[config.mk]
export PLATFORM = sky130hd
export DESIGN_NAME = crc16_frame_checker_core
export DESIGN_NICKNAME = d
export VERILOG_FILES = /design/src/design/cfc_pkg.sv /design/src/design/cfc_front.sv /design/src/design/cfc_queue.sv /design/src/design/cfc_back.sv /design/src/design/crc16_frame_checker_core.sv
export SDC_FILE = /design/constraint.sdc
export NUM_CORES = 1
export LEC_CHECK = 0
export ABC_CLOCK_PERIOD_IN_PS = 2900
export BUFFER_PORTS_ARGS = -buffer_cell sky130_fd_sc_hd__buf_2
export CAP_MARGIN = 20
export CORE_ASPECT_RATIO = 1.5
export CORE_MARGIN = 1.5
export CORE_UTILIZATION = 53
export CTS_CLUSTER_SIZE = 24
export DETAILED_ROUTE_END_ITERATION = 16
export PLACE_DENSITY = 0.72
export SYNTH_ARGS = -nofsm -noshare
export SYNTH_HDL_FRONTEND = slang
export SYNTH_SLANG_ARGS = --single-unit
[constraint.sdc]
create_clock -name clk -period 2.9 [get_ports clk]
set_input_delay 0.435 -clock clk [delete_from_list [all_inputs] [get_ports clk]]
set_output_delay 0.435 -clock clk [all_outputs]
set_load 0.01 [all_outputs]
[src/design/cfc_pkg.sv]
// ----------------------------------------------------------------------------
// cfc_pkg
// Shared types, constants and the CRC-16 byte update for the frame checker.
// ----------------------------------------------------------------------------
package cfc_pkg;

  localparam int FRAME_LEN_DEF = 10;
  localparam int PAYLOAD_DEPTH = 8;
  localparam int PD_W          = $clog2(PAYLOAD_DEPTH);
  localparam int QUEUE_DEPTH   = 2;
  localparam int QP_W          = $clog2(QUEUE_DEPTH);
  localparam logic [15:0] CRC_INIT = 16'hFFFF;

  typedef logic [PAYLOAD_DEPTH-1:0][7:0] payload_t;

  // One finished frame handed from front to back.
  typedef struct packed {
    logic     nak;
    payload_t data;
  } frame_cmd_t;

  function automatic logic [15:0] crc_update(input logic [15:0] crc, input logic [7:0] b);
    logic [7:0] x;
    x = crc[15:8] ^ b;
    x = x ^ {4'd0, x[7:4]};
    return {crc[7:0], 8'd0} ^ {x[3:0], 12'd0} ^ {3'd0, x, 5'd0} ^ {8'd0, x};
  endfunction

endpackage

[src/design/cfc_front.sv]
// ----------------------------------------------------------------------------
// cfc_front
// Accepts frame bytes, runs the CRC, stores payload and pushes one command
// per completed frame.
// ----------------------------------------------------------------------------
module cfc_front #(
  parameter int FRAME_LEN = cfc_pkg::FRAME_LEN_DEF
) (
  input  logic                clk,
  input  logic                rst,
  input  logic                in_valid,
  input  logic [7:0]          rx_byte,
  input  logic                frame_start,
  input  logic                q_full,
  output logic                in_ready,
  output logic                push,
  output cfc_pkg::frame_cmd_t push_cmd
);
  import cfc_pkg::*;

  localparam int POS_W = $clog2(FRAME_LEN);
  localparam logic [POS_W-1:0] TRAILER_POS = POS_W'(FRAME_LEN - 1);

  logic [POS_W-1:0] position;
  logic [15:0]      crc;
  payload_t         store;

  logic             accept;
  logic [POS_W-1:0] pos_eff;
  logic [15:0]      crc_eff;
  logic [6:0]       pos_ext;
  logic             is_trailer;
  logic             is_payload;

  assign in_ready   = !q_full;
  assign accept     = in_valid && in_ready;
  assign pos_eff    = frame_start ? '0 : position;
  assign crc_eff    = frame_start ? CRC_INIT : crc;
  assign pos_ext    = 7'(pos_eff);
  assign is_trailer = (pos_eff == TRAILER_POS);
  assign is_payload = (pos_ext >= 7'd1) && (pos_ext <= 7'(PAYLOAD_DEPTH));

  assign push          = accept && is_trailer;
  assign push_cmd.nak  = (rx_byte != crc_eff[7:0]);
  assign push_cmd.data = store;

  always_ff @(posedge clk) begin
    if (rst) begin
      position <= '0;
      crc      <= CRC_INIT;
    end else if (accept) begin
      if (is_trailer) begin
        position <= '0;
        crc      <= CRC_INIT;
      end else begin
        position <= pos_eff + 1'b1;
        crc      <= crc_update(crc_eff, rx_byte);
      end
    end
  end

  always_ff @(posedge clk) begin
    if (accept && !is_trailer && is_payload) begin
      store[PD_W'(pos_ext - 7'd1)] <= rx_byte;
    end
  end

endmodule

[src/design/cfc_queue.sv]
// ----------------------------------------------------------------------------
// cfc_queue
// Short command queue between the front and back parts.
// ----------------------------------------------------------------------------
module cfc_queue (
  input  logic                clk,
  input  logic                rst,
  input  logic                push,
  input  cfc_pkg::frame_cmd_t push_cmd,
  input  logic                pop,
  output logic                full,
  output logic                empty,
  output cfc_pkg::frame_cmd_t head
);
  import cfc_pkg::*;

  frame_cmd_t           entries [QUEUE_DEPTH];
  logic [QP_W-1:0]      wr_ptr;
  logic [QP_W-1:0]      rd_ptr;
  logic [QP_W:0]        count;

  assign full  = (count == (QP_W+1)'(QUEUE_DEPTH));
  assign empty = (count == '0);
  assign head  = entries[rd_ptr];

  always_ff @(posedge clk) begin
    if (rst) begin
      wr_ptr <= '0;
      rd_ptr <= '0;
      count  <= '0;
    end else begin
      if (push) begin
        wr_ptr <= wr_ptr + 1'b1;
      end
      if (pop) begin
        rd_ptr <= rd_ptr + 1'b1;
      end
      if (push && !pop) begin
        count <= count + 1'b1;
      end else if (pop && !push) begin
        count <= count - 1'b1;
      end
    end
  end

  always_ff @(posedge clk) begin
    if (push) begin
      entries[wr_ptr] <= push_cmd;
    end
  end

endmodule

[src/design/cfc_back.sv]
// ----------------------------------------------------------------------------
// cfc_back
// Drains queued frame commands into result transactions through an output
// register.
// ----------------------------------------------------------------------------
module cfc_back #(
  parameter int FRAME_LEN = cfc_pkg::FRAME_LEN_DEF
) (
  input  logic                clk,
  input  logic                rst,
  input  logic                q_empty,
  input  cfc_pkg::frame_cmd_t head,
  output logic                pop,
  output logic                out_valid,
  input  logic                out_ready,
  output logic [7:0]          payload_byte,
  output logic                kind,
  output logic                last
);
  import cfc_pkg::*;

  localparam int CNT = (FRAME_LEN - 2 < PAYLOAD_DEPTH) ? FRAME_LEN - 2 : PAYLOAD_DEPTH;
  localparam logic [PD_W-1:0] LAST_IDX = PD_W'(CNT - 1);

  logic [PD_W-1:0] idx;
  logic            load;
  logic            emit;
  logic            at_last;

  assign load    = !out_valid || out_ready;
  assign emit    = load && !q_empty;
  assign at_last = head.nak || (idx == LAST_IDX);
  assign pop     = emit && at_last;

  always_ff @(posedge clk) begin
    if (rst) begin
      out_valid <= 1'b0;
      idx       <= '0;
    end else if (emit) begin
      out_valid <= 1'b1;
      idx       <= at_last ? '0 : idx + 1'b1;
    end else if (load) begin
      out_valid <= 1'b0;
    end
  end

  always_ff @(posedge clk) begin
    if (emit) begin
      kind         <= head.nak;
      payload_byte <= head.nak ? 8'd0 : head.data[idx];
      last         <= at_last;
    end
  end

endmodule

[src/design/crc16_frame_checker_core.sv]
// ----------------------------------------------------------------------------
// crc16_frame_checker_core
// Fixed-length frame receiver, CRC-16 low-byte trailer check, payload release.
// ----------------------------------------------------------------------------
// channel | direction | tdata          | tuser       | tlast
// s_*     | in        | rx_byte        | frame_start | -
// m_*     | out       | payload_byte   | kind        | last
//
// One byte accepted per cycle while the frame queue is not full; the CRC
// update is a table-free nibble step in the front part.
// A matching frame yields up to eight result transactions, one per cycle
// while m_tready is high, drained by the back from a two-entry frame queue.
// s_tready drops only while the frame queue is full.
// Synchronous reset clears position, CRC, queue pointers and output valid.
// ----------------------------------------------------------------------------
module crc16_frame_checker_core #(
  parameter int FRAME_LEN = cfc_pkg::FRAME_LEN_DEF
) (
  input  logic       clk,
  input  logic       rst,
  input  logic       s_tvalid,
  output logic       s_tready,
  input  logic [7:0] s_tdata,   // [7:0] rx_byte
  input  logic       s_tuser,   // [0] frame_start
  output logic       m_tvalid,
  input  logic       m_tready,
  output logic [7:0] m_tdata,   // [7:0] payload_byte
  output logic       m_tuser,   // [0] kind
  output logic       m_tlast
);
  import cfc_pkg::*;

  logic       push;
  logic       pop;
  logic       q_full;
  logic       q_empty;
  frame_cmd_t push_cmd;
  frame_cmd_t head;

  cfc_front #(.FRAME_LEN(FRAME_LEN)) u_front (
    .clk         (clk),
    .rst         (rst),
    .in_valid    (s_tvalid),
    .rx_byte     (s_tdata),
    .frame_start (s_tuser),
    .q_full      (q_full),
    .in_ready    (s_tready),
    .push        (push),
    .push_cmd    (push_cmd)
  );

  cfc_queue u_queue (
    .clk      (clk),
    .rst      (rst),
    .push     (push),
    .push_cmd (push_cmd),
    .pop      (pop),
    .full     (q_full),
    .empty    (q_empty),
    .head     (head)
  );

  cfc_back #(.FRAME_LEN(FRAME_LEN)) u_back (
    .clk          (clk),
    .rst          (rst),
    .q_empty      (q_empty),
    .head         (head),
    .pop          (pop),
    .out_valid    (m_tvalid),
    .out_ready    (m_tready),
    .payload_byte (m_tdata),
    .kind         (m_tuser),
    .last         (m_tlast)
  );

endmodule

# --- Yosys cells after proc, flatten, opt, wreduce, memory -nomap -nowiden ---
# Memory sizes are Yosys's and may differ from the RTL's. A register that Yosys moved wholly into a read port is not among the register bits.
# Cells that the tools add are included.
op_classes:
  eq_ne: 4
  div: 0
  n_lt_le_gt_ge: 5
  n_mul: 0
  n_addsub: 7
  mux: 18
  n_reduce_logical: 21
  n_shift: 0
  n_bitwise: 5
ops:
  columns: ["operator", "count"]
  rows:
  - ["$bwmux 64", 1]
  - ["$mux 16", 2]
  - ["$bmux 8 s3", 1]
  - ["$demux 8 s3", 1]
  - ["$mux 8", 2]
  - ["$xor 16x13->16", 1]
  - ["$xor 16x16->16", 1]
  - ["$xor 16x8->16", 1]
  - ["$logic_and 1x1->1", 10]
  - ["$lt 3x4->1 const B", 2]
  - ["$mux 4", 2]
  - ["$ne 8x8->1", 1]
  - ["$xor 8x4->8", 1]
  - ["$xor 8x8->8", 1]
  - ["$logic_not 1->1", 6]
  - ["$mux 1", 6]
  - ["$add 4x1->4 const B", 1]
  - ["$eq 4x4->1 const B", 1]
  - ["$ge 4x1->1 const B", 1]
  - ["$le 4x4->1 const B", 1]
  - ["$mux 2", 2]
  - ["$reduce_bool 2->1", 2]
  - ["$add 3x1->3 const B", 1]
  - ["$eq 3x3->1 const B", 1]
  - ["other kinds (9)", 11]
totals:
  mem_bits_rw: 130
  latchBits: 0
  mem_bits_ro: 0
  wordCells: 79
  input_bits: 13
  memories: 1
  regBits: 102
memory_table:
  columns: ["memory", "depth", "width", "rd", "rd_clocked_by_memory_dff", "wr", "line", "source"]
  rows:
  - ["u_queue.entries", 2, 65, 1, 1, 1, "cfc_queue.sv:17", "frame_cmd_t entries [QUEUE_DEPTH];"]

# --- Depth between registers and ports, before layout ---
depth:
  depth_word: 8
  ltp_mapped: 9
  ltp_nobuf: 7

# --- Cells and area by module ---
# Synthesis repeated with hierarchy kept, for this count alone.
hier_totals:
  cells_unflattened: 551
  area_unflattened_um2: 9514.1
by_module_without_submodules:
  columns: ["mod", "area_per_inst_um2", "cells_per_inst", "n_inst"]
  rows:
  - ["cfc_queue", 4912.2, 224, 1]
  - ["cfc_front", 3550.9, 257, 1]
  - ["cfc_back", 1051.0, 70, 1]

# --- Worst setup path before layout ---
# No wires, ideal clock.
synth_path:
  kind: "input port to flip-flop"
  startpoint: "input port s_tuser"
  endpoint: "memory u_queue.entries[1][0] (netlist name) (enable)"
  arrival_ns: 2.771
  stages: 4
  setup_slack_ns: -0.301
  required_time_ns: 2.470
  setup_ns: 0.430
  cell_sequence: "buf_6 or4b_4 nor2_4 and3_1"
synth_via:
  elab_chain_len: 5
synth_rtl:
  columns: ["element", "line", "source"]
  rows:
  - ["start, declared", "crc16_frame_checker_core.sv:24", "input logic s_tuser,"]
  - ["$mux 4", "cfc_front.sv:37", "assign pos_eff = frame_start ? '0 : position;"]
  - ["$eq 4x4->1", "cfc_front.sv:40", "assign is_trailer = (pos_eff == TRAILER_POS);"]
  - ["$logic_and 1x1->1", "cfc_front.sv:43", "assign push = accept && is_trailer;"]
  - ["$mux 1", "cfc_queue.sv:47", "if (push) begin"]
  - ["$mux 1 (not written as such)", "cfc_queue.sv:48", "entries[wr_ptr] <= push_cmd;"]
  - ["end, declared", "cfc_queue.sv:17", null]
# Every way passes these cells.

# --- Worst setup path in the final report ---
layout_path:
  startpoint: "register u_queue.count[0]"
  endpoint: "memory u_queue.entries[0][59] (netlist name) (enable)"
layout_via:
  elab_chain_len: 6
layout_rtl:
  columns: ["element", "line", "source"]
  rows:
  - ["start, declared", "cfc_queue.sv:20", "logic [QP_W:0] count;"]
  - ["start signal, assigned", "cfc_queue.sv:39", "count <= count + 1'b1;"]
  - ["start signal, assigned", "cfc_queue.sv:41", "count <= count - 1'b1;"]
  - ["$eq 2x2->1", "cfc_queue.sv:22", "assign full = (count == (QP_W+1)'(QUEUE_DEPTH));"]
  - ["$logic_not 1->1", "cfc_front.sv:35", "assign in_ready = !q_full;"]
  - ["$logic_and 1x1->1", "cfc_front.sv:36", "assign accept = in_valid && in_ready;"]
  - ["$logic_and 1x1->1", "cfc_front.sv:43", null]
  - ["$mux 1", "cfc_queue.sv:47", null]
  - ["$mux 1 (not written as such)", "cfc_queue.sv:48", null]
# Every way passes these cells.

==> impl_metrics.ini <==
[logic_synthesis]
ys_ff_latch = 233
ys_types = 56
synth_top_family_by_area = multiplexers
synth-xor-area-share_pct = 3.931
syn_inst = 516
synth-seq-area-share_pct = 73.16
ys_async_sr_fraction_pct = 0
syn_area_per_cell_um2 = 17.76
muxShareOfSynthArea_pct = 7.985
netlist_area_um2 = 9166
synth_ff_type = edfxtp_1
synth-simple-area-share_pct = 6.020
yosys_warnings = 0
synth_edf_count = 204
yosys.area_share.adder_pct = 0.4095
synth_compound_gate_area_share_pct = 6.497
synthesis.nets = 532

[floorplan]
core_um2 = 16840
ios = 25
die_y_um = 164.1
dieArea_um2 = 18110
row_count = 58
initial_core_util_pct = 54.44
die_w_um = 110.4

[worst_setup_path]
worstSetupEndpointType = register
cp_max_fo = 26
path_class = reg -> reg
worstPathRequired_ns = 3.09
crit_slowest_cell = or3_1
path_cells = nand2b_4 > nand2_2 > or3_1 > clkinvlp_4 > buf_12
cp-start-kind = register
rr_worst_depth = 5
max_stage_delay_ns = 0.47
cp.arrival_ns = 2.40

[grt]
track_usage_pct = 19.06
grt_pass1_vias = 4681
grt_max_degree = 66
grt_pass1_wl_um = 25210
globalRouteOverflowTotal = 0
antenna_found_initial = 0

[final_layout]
area_delta_synth_final_pct = 11.56
drive_above_1_share_pct = 18.85
num_antenna_cells = 0
post-route-util_pct = 60.74
final_nets = 561

[power]
vdd_drop_max_uv = 500.4
powerDensity_nw_per_um2 = 657.5
leakage_nw = 3.317

[sta]
fin_crit_sh_pct = 76.44
skew_ns = 0.009512
final_hold_viol_count = 0
layout_setup_ws_ns = 0.6833
rsz0062_at_grt = no
relSlewSlack_pct = 50.65
fmaxAchievable_mhz = 451.1
whs_ns = 0.3078
min_period_ns = 2.217
finalSetupViolations = 0
worst_slew_pin_slew_ns = 0.7387
finalSetupTns_ns = 0
maxSlewViolCount = 0

[drt]
wire_per_inst_um = 21.33
dr.first_iter.drc_count = 226
drc = 0
ant_nets = 0
firstDrtPassIters = 4
vias_per_cell = 5.875
vias = 4506
drt-total-wl_um = 16360

[clock_network]
clkSlewWorstSetupHoldPaths_ns = 0.06
clock-sinks = 233
numCtsBuffers = 21
post-cts-setup-buffers = 0
cts_tree = yes
cts_resized = 0
cts_buffer_depth = 3
htree_levels = 1
clk_latency_ns = 0.49
cts_hold_buf = 0
cts-root-buf = clkbuf_16

[placement]
place_congestion = 0.8158
pre_cts_ws_ns = 0.5845
hpwl_um = 10730
port_buffers = 24

[hold_path]
holdPathStages = 3
min_path_type = in -> reg

[outcome]
status = finished clean

[job]
drv_cap = 0
final timing paths:
kind              slack (ns)                     end                 start
setup / recovery        0.68  u_queue.entries[0][59]      u_queue.count[0]
hold / removal          0.31        u_back.out_valid              m_tready
setup reg to reg        0.68  u_queue.entries[0][59]      u_queue.count[0]
hold reg to reg         0.45  u_queue.entries[0][36]  u_front.push_cmd[36]
area by class of cell:
class                   instances  area [µm²]
clock buffers                  25       540.5
multi-input cells             248        2285
fillers                      1226        6610
repair buffers                 36       260.3
flip-flops and latches        233        6708
well taps                     210       262.8
clock inverters                10       147.6
inverters                       5       22.52
metal layers:
metal / wire length (µm) / vias to the layer above / part of all wire, % / GRT usage, %
met5: 0 / - / 0 / 0
met3: 535 / 26 / 3.3 / 2.262
li1: - / 2117 / - / -
met4: 451 / 0 / 2.8 / 8.100
met1: 6239 / 2275 / 38 / 22.48
met2: 9137 / 88 / 56 / 34.62
critical path, delay by kind of cell, from the launching register on:
family / cells / cell delay [ns]
and+or+nand+nor: 3 / 0.90
DFF: 1 / 0.44
buffers and inverters: 2 / 0.55
cells by family (layout without fill, tap and decap cells):
| logic type | count (synthesis) | after routing |
|---|---|---|
| fa+ha+maj | 3 | 3 |
| simple gates | 101 | 101 |
| mux | 33 | 33 |
| buf+inv | 35 | 76 |
| compound gates | 89 | 89 |
| flops | 233 | 233 |
| xor+xnor | 22 | 22 |
where the power goes:
part           internal [mW]  switching, mW
registers               3.64         0.0350
clock network           1.68           1.11
logic                  0.133          0.125
total                   5.45           1.27
cells in the mapped netlist, types with 6 or more instances:
cell / n / area (µm²)
a22oi_1: 16 / 120.1
clkbuf_1: 10 / 37.54
o21ai_0: 11 / 55.05
o22a_1: 6 / 52.55
or3_1: 7 / 43.79
nor3_1: 14 / 70.07
nor2_1: 32 / 120.1
a21oi_1: 25 / 125.1
edfxtp_1: 204 / 6126
dfxtp_1: 29 / 580.6
buf_2: 8 / 40.04
xnor3_1: 10 / 225.2
nand2_1: 9 / 33.78
mux4_2: 32 / 720.7
xnor2_1: 7 / 61.31
sequential cells by signal (all words and copies together), names as in the netlist, named ones only:
register and flops:
u_back.idx 3, u_front.position 4, u_queue.count 2, u_back.last 1
u_back.kind 1, u_front.crc 16, u_queue.wr_ptr 1, u_back.out_valid 1
u_back.payload_byte 8, u_queue.entries 130, u_queue.rd_ptr 1, u_front.push_cmd 64
metrics by stage:
stage          total power [mW]  cells  cell area (µm²)
2_1_floorplan             3.940    516             9171
3_3_place_gp              3.995    732             9538
3_5_place_dp              4.006    732             9538
4_1_cts                   6.781    767            10230
5_1_grt                   6.911    767            10230
6_report                  6.723    767            10230
cell usage in the layout (no fill, tap or decap), drive strengths merged, types with 10 or more instances in the layout:
| cell | netlist | layout |
|---|---|---|
| dfxtp | 29 | 29 |
| edfxtp | 204 | 204 |
| nor2 | 33 | 33 |
| buf | 20 | 36 |
| o21ai | 13 | 13 |
| nor3 | 14 | 14 |
| mux4 | 32 | 32 |
| nand2 | 10 | 10 |
| a22oi | 16 | 16 |
| xnor3 | 10 | 10 |
| a21oi | 25 | 25 |
| clkbuf | 10 | 25 |
(Power assumes the default switching activity.)
